==> config.mk <==
export PLATFORM = sky130hd
export DESIGN_NAME = swm_cell
export DESIGN_NICKNAME = d
export VERILOG_FILES = /design/src/rtl/swm_pkg.sv /design/src/rtl/swm_cell.sv
export SDC_FILE = /design/constraint.sdc
export NUM_CORES = 1
export LEC_CHECK = 0
export BUFFER_PORTS_ARGS = -buffer_cell sky130_fd_sc_hd__buf_2
export CAP_MARGIN = 20
export CORE_UTILIZATION = 48
export CTS_CLUSTER_SIZE = 10
export DETAILED_ROUTE_END_ITERATION = 8
export PLACE_DENSITY = 0.87
export REMOVE_ABC_BUFFERS = 1
export SLEW_MARGIN = 20
export SYNTH_ARGS = -nofsm -noshare
export SYNTH_HDL_FRONTEND = slang
export SYNTH_SLANG_ARGS = --single-unit
==> constraint.sdc <==
create_clock -name clk -period 5 [get_ports clk]
set_clock_uncertainty 0.15 [all_clocks]
set_input_delay 1.5 -clock clk [delete_from_list [all_inputs] [get_ports clk]]
set_output_delay 1.5 -clock clk [all_outputs]
set_load 0.01 [all_outputs]
==> src/rtl/swm_pkg.sv <==
// Shared types and constants for the sliding window median filter.
package swm_pkg;

  localparam int DATA_W         = 32;
  localparam int CFG_W          = 7;
  localparam int WINDOW_MAX_DEF = 64;

  // Operation broadcast to every cell of the sorted chain.
  typedef enum logic [1:0] {
    OP_HOLD,
    OP_DROP,
    OP_PACK,
    OP_INSERT
  } op_t;

  typedef enum logic [2:0] {
    ST_IDLE,
    ST_DROP,
    ST_PACK,
    ST_INSERT,
    ST_EMIT
  } state_t;

endpackage

==> src/rtl/swm_cell.sv <==
// One cell of the sorted chain: holds a sample, its age and an occupancy bit.
module swm_cell
  import swm_pkg::*;
#(
  parameter int WINDOW_MAX = WINDOW_MAX_DEF,
  parameter int IDX        = 0,
  localparam int AGE_W     = (WINDOW_MAX > 1) ? $clog2(WINDOW_MAX) : 1,
  localparam int LEN_W     = $clog2(WINDOW_MAX + 1)
) (
  input  logic              clk,
  input  logic              rst,
  input  op_t               op,
  input  logic [DATA_W-1:0] sample,
  input  logic [LEN_W-1:0]  len,
  input  logic [AGE_W-1:0]  tgt_idx,
  input  logic [AGE_W-1:0]  last_idx,
  input  logic              lo_valid,
  input  logic [DATA_W-1:0] lo_value,
  input  logic [AGE_W-1:0]  lo_age,
  input  logic              lo_lt,
  input  logic              lo_gap,
  input  logic              up_valid,
  input  logic [DATA_W-1:0] up_value,
  input  logic [AGE_W-1:0]  up_age,
  output logic              valid,
  output logic [DATA_W-1:0] value,
  output logic [AGE_W-1:0]  age,
  output logic              lt,
  output logic              med_hit,
  output logic              last_hit
);

  logic expire;

  assign lt       = valid && (value < sample);
  assign expire   = (LEN_W'(age) + LEN_W'(1)) >= len;
  assign med_hit  = (tgt_idx == AGE_W'(IDX));
  assign last_hit = valid && (last_idx == AGE_W'(IDX));

  always_ff @(posedge clk) begin
    if (rst) begin
      valid <= 1'b0;
    end else begin
      case (op)
        OP_DROP: begin
          if (valid) begin
            if (expire) begin
              valid <= 1'b0;
            end else begin
              age <= age + AGE_W'(1);
            end
          end
        end
        OP_PACK: begin
          // A gap here or anywhere below: everything above moves down by one place.
          if (!valid || lo_gap) begin
            valid <= up_valid;
            value <= up_value;
            age   <= up_age;
          end
        end
        OP_INSERT: begin
          if (!lt) begin
            if (lo_lt) begin
              valid <= 1'b1;
              value <= sample;
              age   <= '0;
            end else begin
              valid <= lo_valid;
              value <= lo_value;
              age   <= lo_age;
            end
          end
        end
        default: ;
      endcase
    end
  end

endmodule

==> reports/results.txt <==
Via density -> 5.29
worst path cell trace -> buf_2, inv_1, ha_1, a211o_1, a31oi_1, o221ai_1, a211o_1, a21oi_2, buf_2
NetSw -> 0.245 mW
Worst EP required -> 3.35 ns
most common cell after layout, fill and taps aside -> buf_2
CP Buf/Inv Count -> 3
Cell Area, Placed -> 0.00402 sq mm
1st-pass router iterations -> 5
critical path class -> primary input to primary output
Chip Height -> 82.0 um
synth unique cells -> 38
Critical Path Max Stage Delay -> 0.30 ns
Max-Cap Viols -> 0
RSZ-0062 raised after global routing -> no
Core Footprint -> 0.00606 sq mm
Crit path max-delay family -> compound AO/OA/AOI/OAI gates
Die Area -> 0.00673 sq mm
Synth area leaders -> edfxtp_1, ha_1, mux2i_1
sequential element share of the synthesized area -> 0.378
DP Wirelength -> 6650 um
Cell Count Post-Placement -> 575
Ports -> 177
Nets -> 681
first-pass GRT wire length -> 12600 um
layout cells sized above 1 -> 0.362
Worst-Margin Slew -> 0.985 ns
Final Non-Filler Cells -> 583
grt ovf -> 0
clk_lat worst skew -> 0.29 ns
DRT antenna net count -> 0
slowest CP cell -> a211o_1
setup violators final -> 0
initial antenna violation count -> 0
Post-CTS Hold Buffers -> 0
met2 Use GR -> 0.472
HP Class -> flip-flop to flip-flop
met3 GRT Util -> 0.0500
busiest metal layer after global routing -> met2
Fmax -> 206 MHz
clock power share -> 0.245
vias -> 3085
power per cell area -> 204 mW/mm^2
synthesis-to-finish area growth -> 33.4%
Max Fanout on Critical Path -> 3
CTS Sinks -> 39
leakage power -> 2.14 nW
Post-Syn Instances -> 336
Final Power -> 0.837 mW
largest net degree at the start of global routing -> 66
most frequent cells in the layout -> buf_2, a21oi_1, nor2_1
gr usage total -> 0.249
Synth Register Bits -> 39
Clock Tree Buf Depth -> 2
Starting Density -> 0.507
die width -> 82.0 um
Logic pwr share -> 0.282
Rows -> 28
Setup Buffers After CTS -> 0
DRC Markers -> 0
met1 usage -> 0.270
antenna cells -> 0
fin crit period -> 4.86 ns
CTS clk-pin slew, worst paths -> 0.07 ns
drt wl/cell -> 14.1 um
critical path launch point type -> primary input
Hold WS -> 0.434 ns
internal reg-to-reg setup slack -> 1.92 ns
Avg Cell Area, Syn -> 9.15 sq um
post-route cell area -> 0.00410 sq mm
CTS tree -> done
1st-iter DRT viols -> 92
max-slew violations -> 0
Max VDD drop -> 0.000134 V
Synth top area share -> 0.371
crit share post-route -> 0.972
Sw Ratio -> 0.293
number of global-route vias before repair -> 2906
internal power -> 0.592 mW
post-cts resize count -> 0
Routed Wire Length -> 8240 um
Final Hold Vio Count -> 0
Flop pwr share -> 0.473
final setup TNS -> 0 ns
Root Buffer -> clkbuf_8
YS warnings -> 0
critical path endpoint category -> primary output
outcome -> complete, no violations
number of CTS-inserted buffers -> 5
Critical Path AT -> 3.21 ns
H-tree levels -> 2
Worst slew margin -> 0.343
post-synthesis cell area -> 0.00307 sq mm
gpl congestion -> 0.824
largest area contributor in the netlist -> edfxtp_1
IO buf count -> 176
## logic make-up after synthesis
family | count (synthesis) | synth area share
adders and majority gates | 39 | 0.159
xor gates and xnor gates | 4 | 0.0114
muxes | 33 | 0.107
buffers and inverters | 55 | 0.0676
AOI/OAI and AO/OA | 82 | 0.151
and+or+nand+nor | 84 | 0.126
DFF | 39 | 0.378
## state kept, by name (all words and copies together) (netlist names)
| register | count |
|---|---|
| valid | 1 |
| age | 6 |
| value | 32 |
## through the flow
| step | util | setup slack, ns |
|---|---|---|
| 6_report | 0.677 | 0.139 |
| 5_1_grt | 0.677 | 0.0553 |
| 4_1_cts | 0.677 | 0.112 |
| 3_5_place_dp | 0.663 | 0.118 |
| 3_3_place_gp | 0.663 | 0.172 |
| 2_1_floorplan | - | 0.539 |
## worst reg2reg max path, delay by kind of cell (launching register included)
| family | cells | cell delay [ns] |
|---|---|---|
| simple gates | 1 | 0.42 |
| fa+ha+maj | 1 | 0.33 |
| buf+inv | 1 | 0.29 |
| compound gates | 6 | 1.23 |
| flops | 1 | 0.40 |
## power groups by stage
stage | logic [mW] | registers [mW] | clock network, mW
2_1_floorplan | 0.113 | 0.410 | 0
3_3_place_gp | 0.224 | 0.402 | 0
3_5_place_dp | 0.236 | 0.403 | 0
4_1_cts | 0.237 | 0.396 | 0.209
5_1_grt | 0.266 | 0.398 | 0.221
6_report | 0.236 | 0.396 | 0.205
## synthesized netlist by cell type
| library cell | n |
|---|---|
| a211o_1 | 3 |
| a21boi_1 | 1 |
| a21o_1 | 2 |
| a21oi_1 | 59 |
| a21oi_2 | 1 |
| a221o_1 | 1 |
| a221oi_1 | 2 |
| a31oi_1 | 1 |
| and2_1 | 3 |
| and3_1 | 1 |
| and4_1 | 1 |
| buf_1 | 5 |
| buf_2 | 1 |
| clkbuf_1 | 7 |
| dfxtp_1 | 1 |
| edfxtp_1 | 38 |
| ha_1 | 39 |
| inv_1 | 42 |
| mux2i_1 | 33 |
| nand2_1 | 7 |
| nand2b_1 | 4 |
| nand3_1 | 5 |
| nand4_1 | 6 |
| nor2_1 | 47 |
| nor2b_1 | 4 |
| nor3_1 | 2 |
| nor3b_1 | 1 |
| nor4_1 | 2 |
| o2111a_1 | 1 |
| o2111ai_1 | 1 |
| o21a_1 | 1 |
| o21ai_0 | 5 |
| o21ai_1 | 2 |
| o21bai_1 | 1 |
| o221ai_1 | 1 |
| or4_1 | 1 |
| xnor2_1 | 2 |
| xor2_1 | 2 |
## layer usage
metal  up-vias  share of wire  routed length [um]
met3        16          0.050                 409
li1       1544              -                   -
met1      1395           0.39                3180
met5         -              0                   0
met2       130           0.54                4490
met4         0          0.020                 163
## worst paths after layout
path	start	to	depth (start not counted)
max	sample[2]	lt	9
max reg2reg	value[2]	value[28]	9
min	valid	valid	2
min reg2reg	valid	valid	2
## layout make-up
| cell class | instances | area (sq um) |
|---|---|---|
| repair buffers | 177 | 901 |
| well taps | 75 | 93.8 |
| inverters | 42 | 158 |
| multi-input cells | 242 | 1710 |
| clock inverters | 2 | 7.51 |
| flip-flops and latches | 39 | 1160 |
| clock buffers | 6 | 72.6 |
| fillers | 502 | 1960 |
Power figures use the tool's default switching activity.
